### src/sv/aoc_pkg.sv
package aoc_pkg;

   localparam int COORD_BITS_DEF = 12;
   localparam int CFG_W          = 13;
   localparam int COL_W          = 8;
   localparam int CH_NUM         = 3;
   localparam int DEN_W          = 16;
   localparam int NUM_W          = 24;
   localparam int WGT_W          = 9;
   localparam int CSR_IDX_W      = 2;

   localparam logic [CSR_IDX_W-1:0] REG_OFFSET_X     = 2'd0;
   localparam logic [CSR_IDX_W-1:0] REG_OFFSET_Y     = 2'd1;
   localparam logic [CSR_IDX_W-1:0] REG_FRONT_WIDTH  = 2'd2;
   localparam logic [CSR_IDX_W-1:0] REG_FRONT_HEIGHT = 2'd3;

   localparam logic [WGT_W-1:0] ALPHA_ONE = 9'd256;

   typedef struct packed {
      logic signed [CFG_W-1:0] offset_x;
      logic signed [CFG_W-1:0] offset_y;
      logic [CFG_W-1:0]        front_width;
      logic [CFG_W-1:0]        front_height;
   } cfg_type;

   typedef struct packed {
      logic [CH_NUM-1:0][DEN_W-1:0] pf;
      logic [CH_NUM-1:0][DEN_W-1:0] pb;
      logic [WGT_W-1:0]             weight;
      logic [DEN_W-1:0]             den;
      logic [CH_NUM-1:0][COL_W-1:0] back_col;
      logic [COL_W-1:0]             back_alpha;
      logic                         covered;
      logic                         frame_end;
   } prep_type;

   typedef struct packed {
      logic [CH_NUM-1:0][NUM_W-1:0] rem;
      logic [CH_NUM-1:0][COL_W-1:0] quo;
      logic [DEN_W-1:0]             den;
      logic [COL_W-1:0]             alpha;
      logic                         covered;
      logic                         frame_end;
   } div_type;

endpackage

### src/sv/aoc_if.sv
interface aoc_req_if #(parameter int COORD_BITS = aoc_pkg::COORD_BITS_DEF);
   import aoc_pkg::*;
   logic                  valid;
   logic                  ready;
   logic [COORD_BITS-1:0] pixel_x;
   logic [COORD_BITS-1:0] pixel_y;
   logic [COL_W-1:0]      back_red;
   logic [COL_W-1:0]      back_green;
   logic [COL_W-1:0]      back_blue;
   logic [COL_W-1:0]      back_alpha;
   logic [COL_W-1:0]      front_red;
   logic [COL_W-1:0]      front_green;
   logic [COL_W-1:0]      front_blue;
   logic [COL_W-1:0]      front_alpha;
   logic                  frame_end;

   modport source (output valid, pixel_x, pixel_y, back_red, back_green, back_blue,
                   back_alpha, front_red, front_green, front_blue, front_alpha,
                   frame_end, input ready);
   modport sink (input valid, pixel_x, pixel_y, back_red, back_green, back_blue,
                 back_alpha, front_red, front_green, front_blue, front_alpha,
                 frame_end, output ready);
endinterface

interface aoc_rsp_if;
   import aoc_pkg::*;
   logic             valid;
   logic             ready;
   logic [COL_W-1:0] out_red;
   logic [COL_W-1:0] out_green;
   logic [COL_W-1:0] out_blue;
   logic [COL_W-1:0] out_alpha;
   logic             covered;
   logic             frame_end_out;

   modport source (output valid, out_red, out_green, out_blue, out_alpha, covered,
                   frame_end_out, input ready);
   modport sink (input valid, out_red, out_green, out_blue, out_alpha, covered,
                 frame_end_out, output ready);
endinterface

interface aoc_csr_if;
   import aoc_pkg::*;
   logic                 valid;
   logic                 ready;
   logic [CSR_IDX_W-1:0] index;
   logic [CFG_W-1:0]     data;

   modport source (output valid, index, data, input ready);
   modport sink (input valid, index, data, output ready);
endinterface

### src/sv/alpha_over_composite.sv
// alpha-over compositing of a front image onto a back image, one back pixel per transfer
// req: pixel coordinates, back rgba and the front rgba that lands on this pixel
// rsp: composited rgba, covered flag and the frame_end marker of the same pixel
// csr: register writes (offset_x, offset_y, front_width, front_height), always ready;
//   write only while no pixel is in flight
// pipeline: one cell for the coverage test and alpha products, one for the
//   numerators, then eight divider cells, each resolving one quotient bit
//   for all three colours
// latency: 10 cycles from req transfer to rsp valid
// throughput: one pixel per cycle, set by the ten-cell chain with a register per cell
// every cell holds its item while the next one is full, so a stalled rsp
//   fills the empty cells first and req stays ready until the chain is full
// reset clears all valid bits and the four registers to zero, so no pixel
//   is covered until front_width and front_height are written
module alpha_over_composite #(
   parameter int COORD_BITS = aoc_pkg::COORD_BITS_DEF
) (
   input logic       clock,
   input logic       reset,
   aoc_req_if.sink   req,
   aoc_rsp_if.source rsp,
   aoc_csr_if.sink   csr
);
   import aoc_pkg::*;

   localparam int DIV_CELLS = COL_W;

   cfg_type  cfg_ff;
   cfg_type  cfg_in;
   logic     prep_valid;
   prep_type prep_data;
   logic     num_ready;
   logic     stage_valid [DIV_CELLS+1];
   div_type  stage_data  [DIV_CELLS+1];
   logic     stage_ready [DIV_CELLS+1];

   // configuration registers
   assign csr.ready = 1'b1;

   always_comb begin
      cfg_in = cfg_ff;
      if (csr.valid) begin
         case (csr.index)
            REG_OFFSET_X: begin
               cfg_in.offset_x = signed'(csr.data);
            end
            REG_OFFSET_Y: begin
               cfg_in.offset_y = signed'(csr.data);
            end
            REG_FRONT_WIDTH: begin
               cfg_in.front_width = csr.data;
            end
            REG_FRONT_HEIGHT: begin
               cfg_in.front_height = csr.data;
            end
            default: begin
               cfg_in = cfg_ff;
            end
         endcase
      end
   end

   always_ff @(posedge clock) begin
      if (reset) begin
         cfg_ff <= '0;
      end else begin
         cfg_ff <= cfg_in;
      end
   end

   aoc_prep_cell #(.COORD_BITS(COORD_BITS)) u_prep (
      .clock      (clock),
      .reset      (reset),
      .cfg        (cfg_ff),
      .req        (req),
      .down_ready (num_ready),
      .valid_o    (prep_valid),
      .data_o     (prep_data)
   );

   aoc_num_cell u_num (
      .clock      (clock),
      .reset      (reset),
      .in_valid   (prep_valid),
      .in_data    (prep_data),
      .ready_o    (num_ready),
      .down_ready (stage_ready[0]),
      .valid_o    (stage_valid[0]),
      .data_o     (stage_data[0])
   );

   for (genvar k = 0; k < DIV_CELLS; k++) begin : g_div
      aoc_div_cell #(.BIT(DIV_CELLS - 1 - k)) u_div (
         .clock      (clock),
         .reset      (reset),
         .in_valid   (stage_valid[k]),
         .in_data    (stage_data[k]),
         .ready_o    (stage_ready[k]),
         .down_ready (stage_ready[k+1]),
         .valid_o    (stage_valid[k+1]),
         .data_o     (stage_data[k+1])
      );
   end

   assign stage_ready[DIV_CELLS] = rsp.ready;

   assign rsp.valid         = stage_valid[DIV_CELLS];
   assign rsp.out_red       = stage_data[DIV_CELLS].quo[0];
   assign rsp.out_green     = stage_data[DIV_CELLS].quo[1];
   assign rsp.out_blue      = stage_data[DIV_CELLS].quo[2];
   assign rsp.out_alpha     = stage_data[DIV_CELLS].alpha;
   assign rsp.covered       = stage_data[DIV_CELLS].covered;
   assign rsp.frame_end_out = stage_data[DIV_CELLS].frame_end;

`ifndef SYNTHESIS
   a_req_enters: assert property (@(posedge clock) disable iff (reset)
      req.valid && req.ready |=> prep_valid)
      else $error("accepted pixel did not enter the first cell");

   a_clear_black: assert property (@(posedge clock) disable iff (reset)
      rsp.valid && rsp.covered && rsp.out_alpha == '0 |->
         rsp.out_red == '0 && rsp.out_green == '0 && rsp.out_blue == '0)
      else $error("transparent covered pixel has colour");
`endif

endmodule

### src/sv/aoc_prep_cell.sv
module aoc_prep_cell #(
   parameter int COORD_BITS = aoc_pkg::COORD_BITS_DEF
) (
   input  logic              clock,
   input  logic              reset,
   input  aoc_pkg::cfg_type  cfg,
   aoc_req_if.sink           req,
   input  logic              down_ready,
   output logic              valid_o,
   output aoc_pkg::prep_type data_o
);
   import aoc_pkg::*;

   localparam int DIFF_W = ((COORD_BITS > CFG_W) ? COORD_BITS : CFG_W) + 2;

   logic signed [DIFF_W-1:0]     fx;
   logic signed [DIFF_W-1:0]     fy;
   logic signed [DIFF_W-1:0]     fw;
   logic signed [DIFF_W-1:0]     fh;
   logic [CH_NUM-1:0][COL_W-1:0] front_col;
   logic [CH_NUM-1:0][COL_W-1:0] back_col;
   logic [DEN_W:0]               aw;
   logic                         ready;
   logic                         valid_ff;
   logic                         valid_in;
   prep_type                     data_ff;
   prep_type                     data_in;

   assign front_col = {req.front_blue, req.front_green, req.front_red};
   assign back_col  = {req.back_blue, req.back_green, req.back_red};

   always_comb begin
      fx = DIFF_W'($signed({1'b0, req.pixel_x})) - DIFF_W'(cfg.offset_x);
      fy = DIFF_W'($signed({1'b0, req.pixel_y})) - DIFF_W'(cfg.offset_y);
      fw = DIFF_W'($signed({1'b0, cfg.front_width}));
      fh = DIFF_W'($signed({1'b0, cfg.front_height}));
      data_in.weight     = ALPHA_ONE - WGT_W'(req.front_alpha);
      aw                 = (DEN_W + 1)'(req.back_alpha) * (DEN_W + 1)'(data_in.weight);
      data_in.den        = DEN_W'((DEN_W + 1)'({req.front_alpha, 8'h00}) + aw);
      data_in.back_col   = back_col;
      data_in.back_alpha = req.back_alpha;
      data_in.frame_end  = req.frame_end;
      data_in.covered    = !fx[DIFF_W-1] && !fy[DIFF_W-1] && (fx < fw) && (fy < fh);
      for (int c = 0; c < CH_NUM; c++) begin
         data_in.pf[c] = DEN_W'(front_col[c]) * DEN_W'(req.front_alpha);
         data_in.pb[c] = DEN_W'(back_col[c]) * DEN_W'(req.back_alpha);
      end
   end

   assign ready     = !valid_ff || down_ready;
   assign req.ready = ready;
   assign valid_in  = ready ? req.valid : valid_ff;

   always_ff @(posedge clock) begin
      if (reset) begin
         valid_ff <= 1'b0;
      end else begin
         valid_ff <= valid_in;
      end
   end

   always_ff @(posedge clock) begin
      if (req.valid && ready) begin
         data_ff <= data_in;
      end
   end

   assign valid_o = valid_ff;
   assign data_o  = data_ff;

endmodule

### src/sv/aoc_num_cell.sv
module aoc_num_cell (
   input  logic              clock,
   input  logic              reset,
   input  logic              in_valid,
   input  aoc_pkg::prep_type in_data,
   output logic              ready_o,
   input  logic              down_ready,
   output logic              valid_o,
   output aoc_pkg::div_type  data_o
);
   import aoc_pkg::*;

   logic [CH_NUM-1:0][NUM_W:0]   mul;
   logic [CH_NUM-1:0][NUM_W-1:0] num;
   logic                         zero_den;
   logic                         valid_ff;
   logic                         valid_in;
   div_type                      data_ff;
   div_type                      data_in;

   always_comb begin
      zero_den          = (in_data.den == '0);
      data_in.quo       = '0;
      data_in.covered   = in_data.covered;
      data_in.frame_end = in_data.frame_end;
      for (int c = 0; c < CH_NUM; c++) begin
         mul[c] = (NUM_W + 1)'(in_data.pb[c]) * (NUM_W + 1)'(in_data.weight);
         num[c] = NUM_W'({in_data.pf[c], 8'h00}) + NUM_W'(mul[c]);
      end
      if (!in_data.covered) begin
         // divide back colour by one to pass it through
         data_in.den   = DEN_W'(1);
         data_in.alpha = in_data.back_alpha;
         for (int c = 0; c < CH_NUM; c++) begin
            data_in.rem[c] = NUM_W'(in_data.back_col[c]);
         end
      end else if (zero_den) begin
         data_in.den   = DEN_W'(1);
         data_in.alpha = '0;
         data_in.rem   = '0;
      end else begin
         data_in.den   = in_data.den;
         data_in.alpha = in_data.den[DEN_W-1:DEN_W-COL_W];
         data_in.rem   = num;
      end
   end

   assign ready_o  = !valid_ff || down_ready;
   assign valid_in = ready_o ? in_valid : valid_ff;

   always_ff @(posedge clock) begin
      if (reset) begin
         valid_ff <= 1'b0;
      end else begin
         valid_ff <= valid_in;
      end
   end

   always_ff @(posedge clock) begin
      if (in_valid && ready_o) begin
         data_ff <= data_in;
      end
   end

   assign valid_o = valid_ff;
   assign data_o  = data_ff;

`ifndef SYNTHESIS
   a_den_nonzero: assert property (@(posedge clock) disable iff (reset)
      valid_ff |-> data_ff.den != '0)
      else $error("divisor of zero entered divider chain");
`endif

endmodule

### src/sv/aoc_div_cell.sv
module aoc_div_cell #(
   parameter int BIT = 0
) (
   input  logic             clock,
   input  logic             reset,
   input  logic             in_valid,
   input  aoc_pkg::div_type in_data,
   output logic             ready_o,
   input  logic             down_ready,
   output logic             valid_o,
   output aoc_pkg::div_type data_o
);
   import aoc_pkg::*;

   logic [NUM_W-1:0] shifted;
   logic             valid_ff;
   logic             valid_in;
   div_type          data_ff;
   div_type          data_in;

   assign shifted = NUM_W'(in_data.den) << BIT;

   always_comb begin
      data_in = in_data;
      for (int c = 0; c < CH_NUM; c++) begin
         if (in_data.rem[c] >= shifted) begin
            data_in.rem[c]      = in_data.rem[c] - shifted;
            data_in.quo[c][BIT] = 1'b1;
         end
      end
   end

   assign ready_o  = !valid_ff || down_ready;
   assign valid_in = ready_o ? in_valid : valid_ff;

   always_ff @(posedge clock) begin
      if (reset) begin
         valid_ff <= 1'b0;
      end else begin
         valid_ff <= valid_in;
      end
   end

   always_ff @(posedge clock) begin
      if (in_valid && ready_o) begin
         data_ff <= data_in;
      end
   end

   assign valid_o = valid_ff;
   assign data_o  = data_ff;

`ifndef SYNTHESIS
   a_rem_bound: assert property (@(posedge clock) disable iff (reset)
      valid_ff |-> (data_ff.rem[0] < (NUM_W'(data_ff.den) << BIT)) &&
                   (data_ff.rem[1] < (NUM_W'(data_ff.den) << BIT)) &&
                   (data_ff.rem[2] < (NUM_W'(data_ff.den) << BIT)))
      else $error("partial remainder out of range");
`endif

endmodule
### src/flat_wrapper.sv
// flat-port wrapper written by rule: the top's interface ports become plain ports
module alpha_over_composite_flat import aoc_pkg::*;
#(
   parameter int COORD_BITS = aoc_pkg::COORD_BITS_DEF
)
  (clock, reset, req_valid, req_pixel_x, req_pixel_y, req_back_red, req_back_green, req_back_blue, req_back_alpha, req_front_red, req_front_green, req_front_blue, req_front_alpha, req_frame_end, req_ready, rsp_valid, rsp_out_red, rsp_out_green, rsp_out_blue, rsp_out_alpha, rsp_covered, rsp_frame_end_out, rsp_ready, csr_valid, csr_index, csr_data, csr_ready);
  aoc_req_if #(.COORD_BITS(COORD_BITS)) req_i ();
  aoc_rsp_if rsp_i ();
  aoc_csr_if csr_i ();
  input logic clock;
  input logic reset;
  input wire logic [$bits(req_i.valid)-1:0] req_valid;
  input wire logic [$bits(req_i.pixel_x)-1:0] req_pixel_x;
  input wire logic [$bits(req_i.pixel_y)-1:0] req_pixel_y;
  input wire logic [$bits(req_i.back_red)-1:0] req_back_red;
  input wire logic [$bits(req_i.back_green)-1:0] req_back_green;
  input wire logic [$bits(req_i.back_blue)-1:0] req_back_blue;
  input wire logic [$bits(req_i.back_alpha)-1:0] req_back_alpha;
  input wire logic [$bits(req_i.front_red)-1:0] req_front_red;
  input wire logic [$bits(req_i.front_green)-1:0] req_front_green;
  input wire logic [$bits(req_i.front_blue)-1:0] req_front_blue;
  input wire logic [$bits(req_i.front_alpha)-1:0] req_front_alpha;
  input wire logic [$bits(req_i.frame_end)-1:0] req_frame_end;
  output wire logic [$bits(req_i.ready)-1:0] req_ready;
  output wire logic [$bits(rsp_i.valid)-1:0] rsp_valid;
  output wire logic [$bits(rsp_i.out_red)-1:0] rsp_out_red;
  output wire logic [$bits(rsp_i.out_green)-1:0] rsp_out_green;
  output wire logic [$bits(rsp_i.out_blue)-1:0] rsp_out_blue;
  output wire logic [$bits(rsp_i.out_alpha)-1:0] rsp_out_alpha;
  output wire logic [$bits(rsp_i.covered)-1:0] rsp_covered;
  output wire logic [$bits(rsp_i.frame_end_out)-1:0] rsp_frame_end_out;
  input wire logic [$bits(rsp_i.ready)-1:0] rsp_ready;
  input wire logic [$bits(csr_i.valid)-1:0] csr_valid;
  input wire logic [$bits(csr_i.index)-1:0] csr_index;
  input wire logic [$bits(csr_i.data)-1:0] csr_data;
  output wire logic [$bits(csr_i.ready)-1:0] csr_ready;
  assign req_i.valid = req_valid;
  assign req_i.pixel_x = req_pixel_x;
  assign req_i.pixel_y = req_pixel_y;
  assign req_i.back_red = req_back_red;
  assign req_i.back_green = req_back_green;
  assign req_i.back_blue = req_back_blue;
  assign req_i.back_alpha = req_back_alpha;
  assign req_i.front_red = req_front_red;
  assign req_i.front_green = req_front_green;
  assign req_i.front_blue = req_front_blue;
  assign req_i.front_alpha = req_front_alpha;
  assign req_i.frame_end = req_frame_end;
  assign req_ready = req_i.ready;
  assign rsp_valid = rsp_i.valid;
  assign rsp_out_red = rsp_i.out_red;
  assign rsp_out_green = rsp_i.out_green;
  assign rsp_out_blue = rsp_i.out_blue;
  assign rsp_out_alpha = rsp_i.out_alpha;
  assign rsp_covered = rsp_i.covered;
  assign rsp_frame_end_out = rsp_i.frame_end_out;
  assign rsp_i.ready = rsp_ready;
  assign csr_i.valid = csr_valid;
  assign csr_i.index = csr_index;
  assign csr_i.data = csr_data;
  assign csr_ready = csr_i.ready;
  alpha_over_composite #(.COORD_BITS(COORD_BITS)) u_core (.clock(clock), .reset(reset), .req(req_i), .rsp(rsp_i), .csr(csr_i));
endmodule
### config.mk
export PLATFORM = sky130hd
export DESIGN_NAME = alpha_over_composite_flat
export DESIGN_NICKNAME = d
export VERILOG_FILES = /design/src/sv/aoc_pkg.sv /design/src/sv/aoc_if.sv /design/src/sv/alpha_over_composite.sv /design/src/sv/aoc_prep_cell.sv /design/src/sv/aoc_num_cell.sv /design/src/sv/aoc_div_cell.sv /design/src/flat_wrapper.sv
export SDC_FILE = /design/constraint.sdc
export NUM_CORES = 2
export LEC_CHECK = 0
export ABC_AREA = 1
export BUFFER_PORTS_ARGS = -buffer_cell sky130_fd_sc_hd__buf_2
export CELL_PAD_IN_SITES_DETAIL_PLACEMENT = 0
export CELL_PAD_IN_SITES_GLOBAL_PLACEMENT = 2
export CORE_ASPECT_RATIO = 2
export CORE_MARGIN = 3
export CORE_UTILIZATION = 39
export DETAILED_ROUTE_END_ITERATION = 16
export PLACE_DENSITY = 0.93
export SYNTH_ARGS = -nofsm -noshare
export SYNTH_HDL_FRONTEND = slang
export SYNTH_SLANG_ARGS = --single-unit
### constraint.sdc
create_clock -name clock -period 9.1 [get_ports clock]
set_input_delay 1.365 -clock clock [delete_from_list [all_inputs] [get_ports clock]]
set_output_delay 1.365 -clock clock [all_outputs]
set_load 0.01 [all_outputs]
==> flow_summary.json <==
{
  "max_freq_ghz": 0.168,
  "nets": 15100,
  "peakVddDrop_v": 0.000852,
  "syn_area_sq_um": 102000,
  "postRouteAntennaNets": 0,
  "yosysWarnings": 0,
  "ios": 146,
  "cp_data_required_time_ns": 9.60,
  "die-area_sq_um": 268000,
  "port_buffers": 144,
  "area_delta_synth_final_pct": 7.85,
  "multiInputGateArea_sq_um": 56400,
  "fin_crit_sh_pct": 65.4,
  "cts_setup_buffers": 0,
  "row_count": 265,
  "numCtsBuffers": 109,
  "p_per_area_nw_per_um2": 424,
  "num-fill-cells": 27600,
  "place_congestion": 1.02,
  "slowest_delay_ns": 0.95,
  "relSlewSlack_pct": 26.2,
  "syn_inst": 13600,
  "crit_fanout": 32,
  "endpoint_kind": "register",
  "grt_pass1_vias": 88000,
  "start_util_pct": 39.2,
  "track_usage_pct": 26.7,
  "fin_skew_ns": 0.0956,
  "hold_path_depth": 0,
  "grt_start_max_net_pins": 69,
  "drt_iter0_drc": 3691,
  "critPathBufInv": 4,
  "dr.pass1.iters": 8,
  "grt-ovfl-total": 0,
  "drv_slew": 0,
  "crit_top_cell": "fa_1",
  "reg2reg_depth": 19,
  "cts.sinks": 1119,
  "wl_per_cell_um": 20.9,
  "yosysSeqAreaShare_pct": 32.3,
  "grt_setup_unrepaired": "no",
  "regArea_sq_um": 33000,
  "crit_family": "adder cells",
  "status": "finished clean",
  "synth_async_sr_flop_share_pct": 0,
  "p_leak_nw": 58.1,
  "worstHoldPathType": "reg2reg",
  "setup_viol": 0,
  "arrival_ns": 6.46,
  "routed_via_density": 4.83,
  "vias": 82900,
  "synthDistinctLibCells": 54,
  "cts_buffer_depth": 3,
  "drc": 0,
  "routed_wl_um": 359000,
  "cp_num_cells": 19,
  "core_sq_um": 261000,
  "synthesis.nets": 15100,
  "synth-main-ff-cell": "edfxtp_1",
  "ys_ff_latch": 1119,
  "worst_slew_pin_slew_ns": 1.09,
  "cts_resized": 0,
  "antenna_found_initial": 18,
  "synth-edff-count": 1057,
  "clk_pin_slew_ns": 0.08,
  "setup_tns_ns": 0,
  "cts_root_buffer": "clkbuf_16",
  "drive_above_1_share_pct": 4.02,
  "crit_type": "reg2reg",
  "grt_pass1_wl_um": 530000,
  "crit_path_cell_trace": "buf_4, nand2_1, fa_1, inv_1, fa_1, fa_1, fa_1, inv_1, fa_1, inv_1, ha_1, a21oi_1, nor2_1, nor2_1, nand2_1, nand3_1, nand3_1, nand2_1, nor2_1",
  "cp_slowest_cell": "edfxtp_1",
  "clkLatencyLatePin_ns": 0.83,
  "hold_violations": 0,
  "min_period_ns": 5.96,
  "fp.dieW_um": 368,
  "fp.dieH_um": 730,
  "cts-htree-levels": 3,
  "avgSynthCellArea_sq_um": 7.52,
  "cts_tree": "done",
  "power_w": 0.0467,
  "critPathLaunchType": "register",
  "dpl.hpwl_um": 302000,
  "maxCapViolCount": 0,
  "hold_buffers": 0
}
[worst reg2reg max path: stages (launching register included)]
cell	delay [ns]
edfxtp_1	0.95
buf_4	0.55
nand2_1	0.22
fa_1	0.51
inv_1	0.05
fa_1	0.49
fa_1	0.48
fa_1	0.51
inv_1	0.05
fa_1	0.48
inv_1	0.04
ha_1	0.33
a21oi_1	0.31
nor2_1	0.07
nor2_1	0.09
nand2_1	0.14
nand3_1	0.13
nand3_1	0.08
nand2_1	0.06
nor2_1	0.06
[logic make-up (layout without fill, tap and decap cells)]
kind of cell	after synthesis	in the layout	synth area share, %
AO/OA/AOI/OAI	747	747	4.16
buffers and inverters	3320	3430	12.5
other	1	11	0.00367
adder cells (fa/ha/maj)	1450	1450	22.4
XOR/XNOR	280	280	2.40
AND/OR/NAND/NOR	6654	6654	26.2
flip-flops	1119	1119	32.3
[worst paths after layout]
path | start | endpoint | slack, ns
setup reg to reg | u_core.u_prep.data_o[52] | u_core.u_num.data_o[94] | 3.14
setup / recovery | u_core.u_prep.data_o[52] | u_core.u_num.data_o[94] | 3.14
hold / removal | u_core.g_div[1].u_div.data_o[0] | u_core.g_div[2].u_div.data_o[0] | 0.40
hold reg to reg | u_core.g_div[1].u_div.data_o[0] | u_core.g_div[2].u_div.data_o[0] | 0.40
[per-layer routing]
metal  wire, um  up-vias  GRT usage [%]
met1      99900    38500           20.3
met2     201000     1682           54.0
met5         91        -              0
met3      10400     1098           3.30
li1           -    41500              -
met4      47100       14           28.1
[metrics by stage]
stage / setup slack, ns / area, sq um / cells / util, % / hold slack (ns)
after detailed placement: 2.49 / 106000 / 16900 / 40.8 / 0.405
after CTS: 3.11 / 110000 / 17200 / 42.3 / 0.402
after floorplan: 1.47 / 102000 / 13600 / - / 0.400
after global routing: 2.75 / 110000 / 17200 / 42.3 / 0.424
final: 3.14 / 110000 / 17200 / 42.3 / 0.399
after global placement: 2.51 / 106000 / 16900 / 40.8 / 0.402
[layout make-up]
cell class	instances	area share, %
Multi-Input combinational cell	9132	51.2
Sequential cell	1119	29.9
Inverter	3038	10.4
Tap cell	3471	3.94
Clock buffer	121	2.56
Clock inverter	82	0.972
Timing Repair Buffer	189	0.972
Antenna cell	10	0.0227
[synth_stat cells (19+ instances only)]
master | n | share of area, %
a211oi_1 | 51 | 0.37
a21oi_1 | 413 | 2.0
a21oi_2 | 28 | 0.24
buf_1 | 36 | 0.13
buf_2 | 19 | 0.093
buf_4 | 20 | 0.15
buf_6 | 25 | 0.28
clkbuf_1 | 152 | 0.56
clkbuf_2 | 29 | 0.14
dfxtp_1 | 62 | 1.2
edfxtp_1 | 1057 | 31
fa_1 | 627 | 12
ha_1 | 823 | 10
inv_1 | 3012 | 11
inv_2 | 25 | 0.092
nand2_1 | 4791 | 18
nand2_2 | 33 | 0.20
nand3_1 | 612 | 3.0
nand3b_1 | 24 | 0.18
nand4_1 | 141 | 0.86
nor2_1 | 920 | 3.4
nor2_2 | 27 | 0.17
nor3_1 | 46 | 0.23
o21ai_0 | 160 | 0.78
o21bai_1 | 29 | 0.21
xnor2_1 | 87 | 0.75
xor2_1 | 193 | 1.7
[power by group]
part | switching [W] | internal (W) | total, W
Clock | 0.00228 | 0.00273 | 0.00501
Combinational | 0.0221 | 0.0120 | 0.0341
Sequential | 0.000756 | 0.00679 | 0.00755
[sequential cells by signal, indices dropped and copies added, names as in the netlist]
register and flops:
u_core.g_div.u_div.valid_o 8, u_core.u_prep.data_o 155, u_core.g_div.u_div.data_o 804, u_core.cfg_ff 52, u_core.u_num.data_o 98, u_core.u_prep.valid_o 1
u_core.u_num.valid_o 1
[layout by cell type, fill, tap and decap left out, drive strengths merged, types with 14 or more instances in the layout]
cell type and n:
a31oi 14, a21oi 448, nand4 144, dfxtp 62
nor3 46, o21ai 171, edfxtp 1057, nor2 961
bufinv 15, buf 189, nand2 4827, clkinv 35
a211oi 51, ha 823, o21bai 29, xnor2 87
fa 627, xor2 193, nand3 626, and2 18
nand3b 27, inv 3059, clkbuf 121
(Power assumes the default switching activity.)
